===== src/rtl/gma_pkg.sv =====
// ----------------------------------------------------------------------------
// gma_pkg
// Shared types, widths and helpers of the grouped moving average block.
// ----------------------------------------------------------------------------
package gma_pkg;

  // Sizing
  localparam int unsigned MAX_WINDOW = 64;
  localparam int unsigned PRICE_BITS = 16;
  localparam int unsigned DATE_W     = 16;
  localparam int unsigned CFG_W      = 7;
  localparam int unsigned NUM_GROUPS = 2;

  // Derived widths
  localparam int unsigned CNT_W   = $clog2(MAX_WINDOW + 1);       // window length, fill count
  localparam int unsigned SLOT_W  = (MAX_WINDOW > 1) ? $clog2(MAX_WINDOW) : 1;
  localparam int unsigned ADDR_W  = $clog2(NUM_GROUPS * MAX_WINDOW);
  localparam int unsigned DEPTH   = NUM_GROUPS * MAX_WINDOW;
  localparam int unsigned SUM_W   = PRICE_BITS + $clog2(MAX_WINDOW + 1);
  localparam int unsigned STORE_W = 2 * PRICE_BITS;
  localparam int unsigned DCNT_W  = $clog2(SUM_W + 1);

  // Input word
  typedef struct packed {
    logic                  group;
    logic [DATE_W-1:0]     date_tag;
    logic [PRICE_BITS-1:0] price_a;
    logic [PRICE_BITS-1:0] price_b;
  } in_word_t;

  // Result word
  typedef struct packed {
    logic                  out_group;
    logic [DATE_W-1:0]     out_date;
    logic [PRICE_BITS-1:0] avg_a;
    logic [PRICE_BITS-1:0] avg_b;
  } out_word_t;

  // Divider request and status
  typedef struct packed {
    logic             start;
    logic [SUM_W-1:0] dividend;
    logic [CNT_W-1:0] divisor;
  } div_req_t;

  typedef struct packed {
    logic             done;
    logic [SUM_W-1:0] quotient;
  } div_rsp_t;

  // Window length in use: zero reads as one, large values saturate
  function automatic logic [CNT_W-1:0] eff_length(input logic [CFG_W-1:0] cfg);
    logic [31:0] v;
    v = 32'(cfg);
    if (v == 32'd0) begin
      v = 32'd1;
    end
    if (v > 32'(MAX_WINDOW)) begin
      v = 32'(MAX_WINDOW);
    end
    return v[CNT_W-1:0];
  endfunction

endpackage


===== src/rtl/gma_divider.sv =====
// ----------------------------------------------------------------------------
// gma_divider
// Restoring divider, one quotient bit per cycle, shared by both window sums.
// ----------------------------------------------------------------------------
module gma_divider (
  input  logic              clk_i,
  input  logic              rst_ni,
  input  gma_pkg::div_req_t req_i,
  output gma_pkg::div_rsp_t rsp_o
);

  logic                         busy_q, busy_d;
  logic                         done_q, done_d;
  logic [gma_pkg::DCNT_W-1:0]   cnt_q, cnt_d;
  logic [gma_pkg::SUM_W-1:0]    quo_q, quo_d;
  logic [gma_pkg::CNT_W-1:0]    rem_q, rem_d;
  logic [gma_pkg::CNT_W-1:0]    dvs_q, dvs_d;
  logic [gma_pkg::CNT_W:0]      trial;
  logic [gma_pkg::CNT_W:0]      diff;
  logic                         qbit;

  // One trial subtraction per cycle
  assign trial = {rem_q, quo_q[gma_pkg::SUM_W-1]};
  assign diff  = trial - {1'b0, dvs_q};
  assign qbit  = (trial >= {1'b0, dvs_q});

  always_comb begin
    busy_d = busy_q;
    done_d = 1'b0;
    cnt_d  = cnt_q;
    quo_d  = quo_q;
    rem_d  = rem_q;
    dvs_d  = dvs_q;
    if (busy_q) begin
      quo_d = {quo_q[gma_pkg::SUM_W-2:0], qbit};
      rem_d = qbit ? diff[gma_pkg::CNT_W-1:0] : trial[gma_pkg::CNT_W-1:0];
      cnt_d = cnt_q - gma_pkg::DCNT_W'(1);
      if (cnt_q == gma_pkg::DCNT_W'(1)) begin
        busy_d = 1'b0;
        done_d = 1'b1;
      end
    end else if (req_i.start) begin
      busy_d = 1'b1;
      cnt_d  = gma_pkg::DCNT_W'(gma_pkg::SUM_W);
      quo_d  = req_i.dividend;
      rem_d  = '0;
      dvs_d  = req_i.divisor;
    end
  end

  // Control state
  always_ff @(posedge clk_i or negedge rst_ni) begin
    if (!rst_ni) begin
      busy_q <= 1'b0;
      done_q <= 1'b0;
      cnt_q  <= '0;
    end else begin
      busy_q <= busy_d;
      done_q <= done_d;
      cnt_q  <= cnt_d;
    end
  end

  // Datapath
  always_ff @(posedge clk_i) begin
    quo_q <= quo_d;
    rem_q <= rem_d;
    dvs_q <= dvs_d;
  end

  assign rsp_o.done     = done_q;
  assign rsp_o.quotient = quo_q;

endmodule


===== config.mk =====
export PLATFORM = sky130hd
export DESIGN_NAME = gma_divider
export DESIGN_NICKNAME = d
export VERILOG_FILES = /design/src/rtl/gma_pkg.sv /design/src/rtl/gma_divider.sv
export SDC_FILE = /design/constraint.sdc
export NUM_CORES = 1
export LEC_CHECK = 0
export ABC_CLOCK_PERIOD_IN_PS = 2510
export BUFFER_PORTS_ARGS = -buffer_cell sky130_fd_sc_hd__buf_2
export CAP_MARGIN = 20
export CORE_MARGIN = 2
export CORE_UTILIZATION = 52
export DETAILED_ROUTE_END_ITERATION = 12
export HOLD_SLACK_MARGIN = 0.03
export PLACE_DENSITY = 0.78
export SETUP_SLACK_MARGIN = 0.2
export SYNTH_ARGS = -nofsm -noshare
export SYNTH_HDL_FRONTEND = slang
export SYNTH_SLANG_ARGS = --single-unit
export TNS_END_PERCENT = 1

===== constraint.sdc =====
create_clock -name clk_i -period 2.51 [get_ports clk_i]
set_input_delay 0.251 -clock clk_i [delete_from_list [all_inputs] [get_ports clk_i]]
set_output_delay 0.251 -clock clk_i [all_outputs]
set_load 0.02 [all_outputs]

=== Word-level counts from Yosys, hierarchy flattened ===
Index checks and enable logic that the tools add are counted.

* Register bits: 44
* Output and inout port bits: 24

* Add/sub/neg operators: 2
* Magnitude comparators: 1
* Equality and inequality tests: 1
* Mux-type cells: 12
* Bitwise gates (word level): 1
* Reductions and logical operators: 2

{| class="wikitable"
|+ Operators by type and width
! operator !! count
|-
| two-way mux 23 bit || 2
|-
| two-way mux 7 bit || 3
|-
| two-way mux 5 bit || 2
|-
| greater-or-equal comparator 8 x 7 -> 1 bit || 1
|-
| subtractor 7 bit || 1
|-
| equality test 5 x 1 -> 1 bit, second input constant || 1
|-
| two-way mux 1 bit || 5
|-
| subtractor 5 x 1 -> 5 bit, second input constant || 1
|-
| AND reduction 2 bit || 1
|-
| nonzero test 2 bit || 1
|-
| inverter 1 bit || 1
|}

=== Depth between registers and ports, before layout ===
Gate-level depths: netlist of run 1.

* Word-level depth: 3
* Depth in mapped cells: 8
* Mapped depth without buffers: 8

=== Worst setup path after synthesis of run 1 ===
No wires, ideal clock.

* Kind: register -> register
* Start point: reg quo_q[22] in the netlist's numbering
* End point: reg rem_q[6] in the netlist's numbering (data pin)
* Arrival: 2031 ps
* Path slack: 217 ps
* Cell stages (with the launch flop): 9
* Cells stage by stage: edfxtp_1 -> inv_1 -> ha_1 -> fa_1 -> nand2b_2 -> a21oi_1 -> mux2_2 -> o22ai_1 -> a21oi_1

* Word-level cells in the longest chain between the ends: 3
* Elaborated cells on any way between the ends: 4
* Classes of those cells: 1 x add/sub; 1 x order compare; 2 x mux

{| class="wikitable"
|+ Ends and longest elaborated chain
! element !! line !! source
|-
| from (decl) || gma_divider.sv:15 || <nowiki>logic [gma_pkg::SUM_W-1:0] quo_q, quo_d;</nowiki>
|-
| from (signal assigned) || gma_divider.sv:66 || <nowiki>quo_q <= quo_d;</nowiki>
|-
| subtractor 7 bit / greater-or-equal comparator 8 x 7 -> 1 bit (equally long branches) || gma_divider.sv:24, gma_divider.sv:25 ||
|-
| two-way mux 7 bit * || gma_divider.sv:36 || <nowiki>rem_d = qbit ? diff[gma_pkg::CNT_W-1:0] : trial[gma_pkg::CNT_W-1:0];</nowiki>
|-
| two-way mux 7 bit * || gma_divider.sv:34 || <nowiki>if (busy_q) begin</nowiki>
|-
| to (signal assigned) || gma_divider.sv:67 || <nowiki>rem_q <= rem_d;</nowiki>
|-
| to (decl) || gma_divider.sv:16 || <nowiki>logic [gma_pkg::CNT_W-1:0] rem_q, rem_d;</nowiki>
|}

Mark *: on every way between the ends. The rest lies on a longest branch, timed or not.
A chain may end at the register's enable or synchronous reset.

=== Final worst setup path of run 1 ===
Same ends and word-level chain as after synthesis.

==> results.json, run 1 <==
{
  "maxCapViolCount": 0,
  "dpl_worst_slack_ps": 243,
  "startpoint_type": "flip-flop",
  "yosys_register_bits": 44,
  "startpoint": "quo_q[22]$_DFFE_PP_",
  "async_flop_share_pct": 15.9,
  "worstPathMaxFanout": 3,
  "p_seq_share_pct": 39.1,
  "power_leakage_nw": 1.14,
  "dp_hpwl_um": 2900,
  "place_congestion": 0.795,
  "ios": 57,
  "worstSetupPathType": "flip-flop to flip-flop",
  "relSlewSlack_pct": 56.5,
  "yosys_warnings": 0,
  "hold_path.class": "primary input to flip-flop",
  "rows": 23,
  "wl_per_cell_um": 14.3,
  "avgSynthCellArea_um2": 12.9,
  "max_slew.worst_pin.slew_ps": 652,
  "die_h_um": 69.5,
  "p_per_area_mw_per_mm2": 1340,
  "rsz0062_at_grt": "no",
  "fin_crit_ps": 2220,
  "drive_gt1_share_pct": 43.0,
  "placed_area_mm2": 0.00255,
  "synth_compound_area_share_pct": 11.2,
  "antenna_cells": 0,
  "finalClockSkew_ps": 4.88,
  "synth_top_family_by_area": "multiplexers",
  "grt_overflow": 0,
  "hold_violations": 0,
  "design_area_mm2": 0.00269,
  "required_ps": 2550,
  "drc": 0,
  "clkSinkCount": 44,
  "start_util_pct": 55.0,
  "antenna_found_initial": 0,
  "power.internal_mw": 2.27,
  "fin_crit_sh_pct": 88.3,
  "power_mw": 3.61,
  "ys_types": 41,
  "synth-adder-area-share_pct": 5.95,
  "grt_max_degree": 33,
  "area_delta_synth_final_pct": 20.4,
  "portBuffers": 56,
  "pwr-share-comb_pct": 46.4,
  "fmax_mhz": 451,
  "final_common_cell": "buf_2",
  "ys.flop_type": "edfxtp_1",
  "crit_chain": "inv_1 -> ha_1 -> fa_2 -> nand2b_2 -> a21oi_2 -> mux2_2 -> o22ai_1 -> a21oi_1",
  "grt.total_usage_pct": 17.8,
  "syn-cell-area_mm2": 0.00223,
  "clk_latency_ps": 290,
  "final_cell_mix": "buf_2 (56), edfxtp_1 (37), mux2_2 (23), inv_1 (13), nor2_1 (12)",
  "synth-seq-area-share_pct": 57.7,
  "synthMuxAreaShare_pct": 12.1,
  "pwr-share-clk_pct": 14.5,
  "core_area_mm2": 0.00406,
  "setup_slack_ps": 294,
  "ant_nets": 0,
  "fin_setup_tns_ps": 0,
  "htree_levels": 2,
  "drt_iter0_drc": 82,
  "cp_slowest_cell": "edfxtp_1",
  "numCtsBuffers": 5,
  "worstHoldStart": "req_i[1]",
  "drv_slew": 0,
  "root_buffer": "clkbuf_8",
  "cts_tree": "built",
  "dieArea_mm2": 0.00483,
  "fillers": 297,
  "drt-total-wl_um": 4070,
  "finalSetupViolations": 0,
  "cp.arrival_ps": 2250,
  "num_vias": 1546,
  "firstDrtPassIters": 4,
  "slowest_delay_ps": 370,
  "crit_path_end_kind": "flip-flop",
  "clkTransAtPathRegs_ps": 80,
  "syn_nets": 216,
  "grt_pass1_wl_um": 6820,
  "vdd_drop_max_v": 0.000783,
  "viasPerCell": 5.42,
  "cts_buffer_depth": 2,
  "die_x_um": 69.5,
  "switchingPower_mw": 1.34,
  "layout.nets": 277,
  "switching_share_pct": 37.1,
  "synth-simple-area-share_pct": 8.08,
  "status": "complete, no violations",
  "rrSetupSlack_ps": 290,
  "first_global_vias": 1506,
  "syn_inst": 173,
  "synthXorXnorAreaFrac_pct": 0.785,
  "synth_edf_count": 37,
  "timing.rr.start": "quo_q[22]$_DFFE_PP_"
}
-- cells in the mapped netlist (2+ instances only) --
master    instances  area share [%]
o22ai_1           3            0.84
o21ai_0           3            0.67
xnor2_1           2            0.79
ha_1              9             5.0
o311a_1           2            0.90
nand2_1           4            0.67
nor3b_1           2            0.67
nor3_1            2            0.45
mux2_2           23              12
buf_2             2            0.45
clkbuf_1          2            0.34
inv_2             2            0.34
dfrtp_1           7             7.9
nor2_1           12             2.0
a31oi_1           3            0.84
a21oi_1          11             2.5
edfxtp_1         37              50
nand3_1           6             1.3
o21ai_1           5             1.1
inv_1            13             2.2
nor2b_1           3            0.84
-- through the flow --
stage | utilization, % | instances | hold slack [ps]
5_1_grt | 66.2 | 285 | 114
3_5_place_dp | 62.8 | 275 | 92.2
4_1_cts | 65.8 | 284 | 122
3_3_place_gp | 62.8 | 275 | 92.1
6_report | 66.2 | 285 | 129
2_1_floorplan | - | 173 | -44.6
-- path summary, 6_finish.rpt --
path / end / cells past startpoint
worst max-delay path: rem_q[6]$_SDFFCE_PN0P_ / 8
worst min-delay path: dvs_q[1]$_DFFE_PP_ / 1
worst max register to register: rem_q[6]$_SDFFCE_PN0P_ / 8
worst min register to register: done_q$_DFF_PN0_ / 1
max in group asynchronous: cnt_q[3]$_DFFE_PN0P_ / 2
min in group asynchronous: done_q$_DFF_PN0_ / 2
-- layer usage --
layer | vias to the layer above | global-route usage [%] | wire length [um]
met5 | - | 0 | 0
met2 | 55 | 27.8 | 1900
met1 | 722 | 22.5 | 1790
li1 | 764 | - | -
met3 | 5 | 7.27 | 315
met4 | 0 | 6.10 | 57
-- flip-flops by register name (all words and copies together), names as in the netlist --
name / cells
quo_q: 23
cnt_q: 5
done_q: 1
rem_q: 7
busy_q: 1
dvs_q: 7
-- cell type report --
cell class	instances	area, um^2	share of cell area (%)
well taps	50	62.6	2.33
clock buffers	5	68.8	2.56
multi-input cells	108	856	31.9
flip-flops and latches	44	1290	47.9
clock inverters	3	42.5	1.58
inverters	15	56.3	2.10
repair buffers	60	313	11.6
-- cells by family (layout without fill, tap and decap cells) --
family                     Yosys count  count (layout)
DFF                                 44              44
adders and majority gates           10              10
and+or+nand+nor                     36              36
xor gates and xnor gates             2               2
buffers and inverters               21              83
AOI/OAI and AO/OA                   36              36
muxes                               24              24
-- power by group through the flow --
stage               sequential (mW)  combinational (mW)  clock (mW)
finish                         1.41                1.67       0.523
global placement               1.42                1.63           0
floorplan                      1.64                1.02           0
detailed placement             1.42                1.64           0
global route                   1.46                1.86       0.567
CTS                            1.41                1.65       0.532
-- critical path, delay by kind of cell (launching register included) --
family                     cells  cell delay, ps
AOI/OAI and AO/OA              3             380
adders and majority gates      2             590
buffers and inverters          1              50
DFF                            1             370
muxes                          1             350
and+or+nand+nor                1             220
-- timing repair --
item | 4_1_cts | 5_1_grt
setup buffers | 0 | 1
setup endpoints to repair | 0 | 1
gates resized for setup | 0 | 2
hold buffers | 1 | 0
hold endpoints to repair | 7 | 0
Power figures use the tool's default switching activity.
==> inputs of run 2 (changes only) <==
--- a/config.mk
+++ b/config.mk
@@ -8,6 +8,7 @@
 export ABC_CLOCK_PERIOD_IN_PS = 2510
 export BUFFER_PORTS_ARGS = -buffer_cell sky130_fd_sc_hd__buf_2
 export CAP_MARGIN = 20
+export CORE_ASPECT_RATIO = 1.1
 export CORE_MARGIN = 2
 export CORE_UTILIZATION = 52
 export DETAILED_ROUTE_END_ITERATION = 12
==> run 2 against run 1 <==
Net effect: worst hold slack lost 6.8 ps; count of clock-buffer cells in the layout is the same; critical path depth is the same; sequential power is essentially flat; first-iteration DRC count shrank 43%; register-to-register slack gained 20 ps; largest cell class unchanged; clock skew grew 2.3 ps; combinational power is essentially flat.
==> results.json, run 2 (synthesis results as in run 1) <==
{
  "power_leakage_nw": 1.14,
  "final_cell_mix": "buf_2 (56), edfxtp_1 (37), mux2_2 (23), inv_1 (13), nor2_1 (12)",
  "grt_overflow": 0,
  "ios": 57,
  "final_common_cell": "buf_2",
  "area_delta_synth_final_pct": 20.8,
  "grt_max_degree": 33,
  "cts_buffer_depth": 2,
  "layout.nets": 277,
  "drv_slew": 0,
  "p_per_area_mw_per_mm2": 1360,
  "fillers": 321,
  "num_vias": 1554,
  "start_util_pct": 55.0,
  "fin_crit_ps": 2200,
  "antenna_found_initial": 0,
  "largest-register": "quo_q",
  "stdcell_count": 287,
  "fin_crit_sh_pct": 87.6,
  "first_global_vias": 1494,
  "wl_per_cell_um": 14.7,
  "portBuffers": 56,
  "core_area_mm2": 0.00405,
  "finalClockSkew_ps": 7.20,
  "crit_path_end_kind": "flip-flop",
  "status": "complete, no violations",
  "rows": 24,
  "dieArea_mm2": 0.00483,
  "grt.total_usage_pct": 19.0,
  "whs_ps": 122,
  "clk_latency_ps": 300,
  "drc": 0,
  "htree_levels": 2,
  "fmax_mhz": 455,
  "vdd_drop_max_v": 0.000918,
  "drt-total-wl_um": 4220,
  "max_slew.worst_pin.slew_ps": 651,
  "die_h_um": 72.7,
  "drive_gt1_share_pct": 43.0,
  "firstDrtPassIters": 4,
  "antenna_cells": 0,
  "required_ps": 2560,
  "die_x_um": 66.5,
  "ant_nets": 0,
  "worstPathMaxFanout": 3,
  "clkTransAtPathRegs_ps": 90,
  "maxCapViolCount": 0,
  "grt_pass1_wl_um": 6830,
  "numCtsBuffers": 5,
  "hold_violations": 0,
  "dp_hpwl_um": 3010,
  "drt_iter0_drc": 47,
  "top_regs": "quo_q: 23 flops, dvs_q: 7 flops, rem_q: 7 flops",
  "root_buffer": "clkbuf_8",
  "finalSetupViolations": 0,
  "dp.cells": 277,
  "rsz0062_at_grt": "no",
  "relSlewSlack_pct": 56.5,
  "viasPerCell": 5.41,
  "fin_setup_tns_ps": 0,
  "startpoint_type": "flip-flop",
  "power_mw": 3.65,
  "hold_path.class": "primary input to flip-flop",
  "clkSinkCount": 44,
  "largest_reg_flops": 23,
  "cp.arrival_ps": 2240,
  "worstSetupPathType": "flip-flop to flip-flop",
  "cts_tree": "built",
  "place_congestion": 0.858
}
## run 2: cell type report
cell class,instances,area [um^2],area share [%]
clock buffer,5,68.8,2.55
clock inverter,3,46.3,1.72
multi-input combinational,108,858,31.9
sequential,44,1290,47.7
timing repair buffer,60,313,11.6
tap,52,65.1,2.42
inverter,15,56.3,2.09
## run 2: repair_timing
action	4_1_cts	5_1_grt
endpoints found under the setup margin	0	3
hold buffers	1	0
gates resized for setup	0	2
endpoints found under the hold margin	7	0
buffers inserted	0	1
## run 2: path summary, 6_finish.rpt
| check | slack [ps] | start | endpoint | cells after the start |
|---|---|---|---|---|
| max in group asynchronous | 2050 | rst_ni | cnt_q[3]$_DFFE_PN0P_ | 2 |
| min in group asynchronous | 310 | rst_ni | cnt_q[1]$_DFFE_PN0P_ | 2 |
| hold reg to reg | 480 | cnt_q[4]$_DFFE_PN0P_ | done_q$_DFF_PN0_ | 1 |
| setup / recovery | 310 | quo_q[22]$_DFFE_PP_ | rem_q[6]$_SDFFCE_PN0P_ | 8 |
| setup reg to reg | 310 | quo_q[22]$_DFFE_PP_ | rem_q[6]$_SDFFCE_PN0P_ | 8 |
| hold / removal | 120 | req_i[3] | dvs_q[3]$_DFFE_PP_ | 1 |
## run 2: per-stage QoR
step                      cell area (um^2)  setup WS, ps  utilization [%]
after floorplan                       2230           217                -
after global placement                2550           301             63.0
after detailed placement              2550           248             63.0
after CTS                             2680           238             66.0
after global routing                  2690           206             66.5
final                                 2690           311             66.5
## run 2: layer usage
| metal | vias to the layer above | wire [um] | GRT usage (%) |
|---|---|---|---|
| met5 | - | 0 | 0 |
| met4 | 0 | 57 | 6.35 |
| met3 | 7 | 316 | 7.10 |
| met2 | 47 | 2050 | 30.4 |
| met1 | 734 | 1800 | 23.9 |
| li1 | 766 | - | - |
## run 2: power breakdown
part	internal (mW)	leakage, nW	switching, mW
Clock	0.300	0.0548	0.246
Combinational	0.752	0.634	0.943
Sequential	1.23	0.455	0.184
## run 2: critical path: stages, from the launching register on
cell	delay (ps)
edfxtp_1	380
inv_1	60
ha_1	220
fa_1	400
nand2b_4	180
a21oi_2	170
mux2_2	350
o22ai_1	120
a21oi_1	80
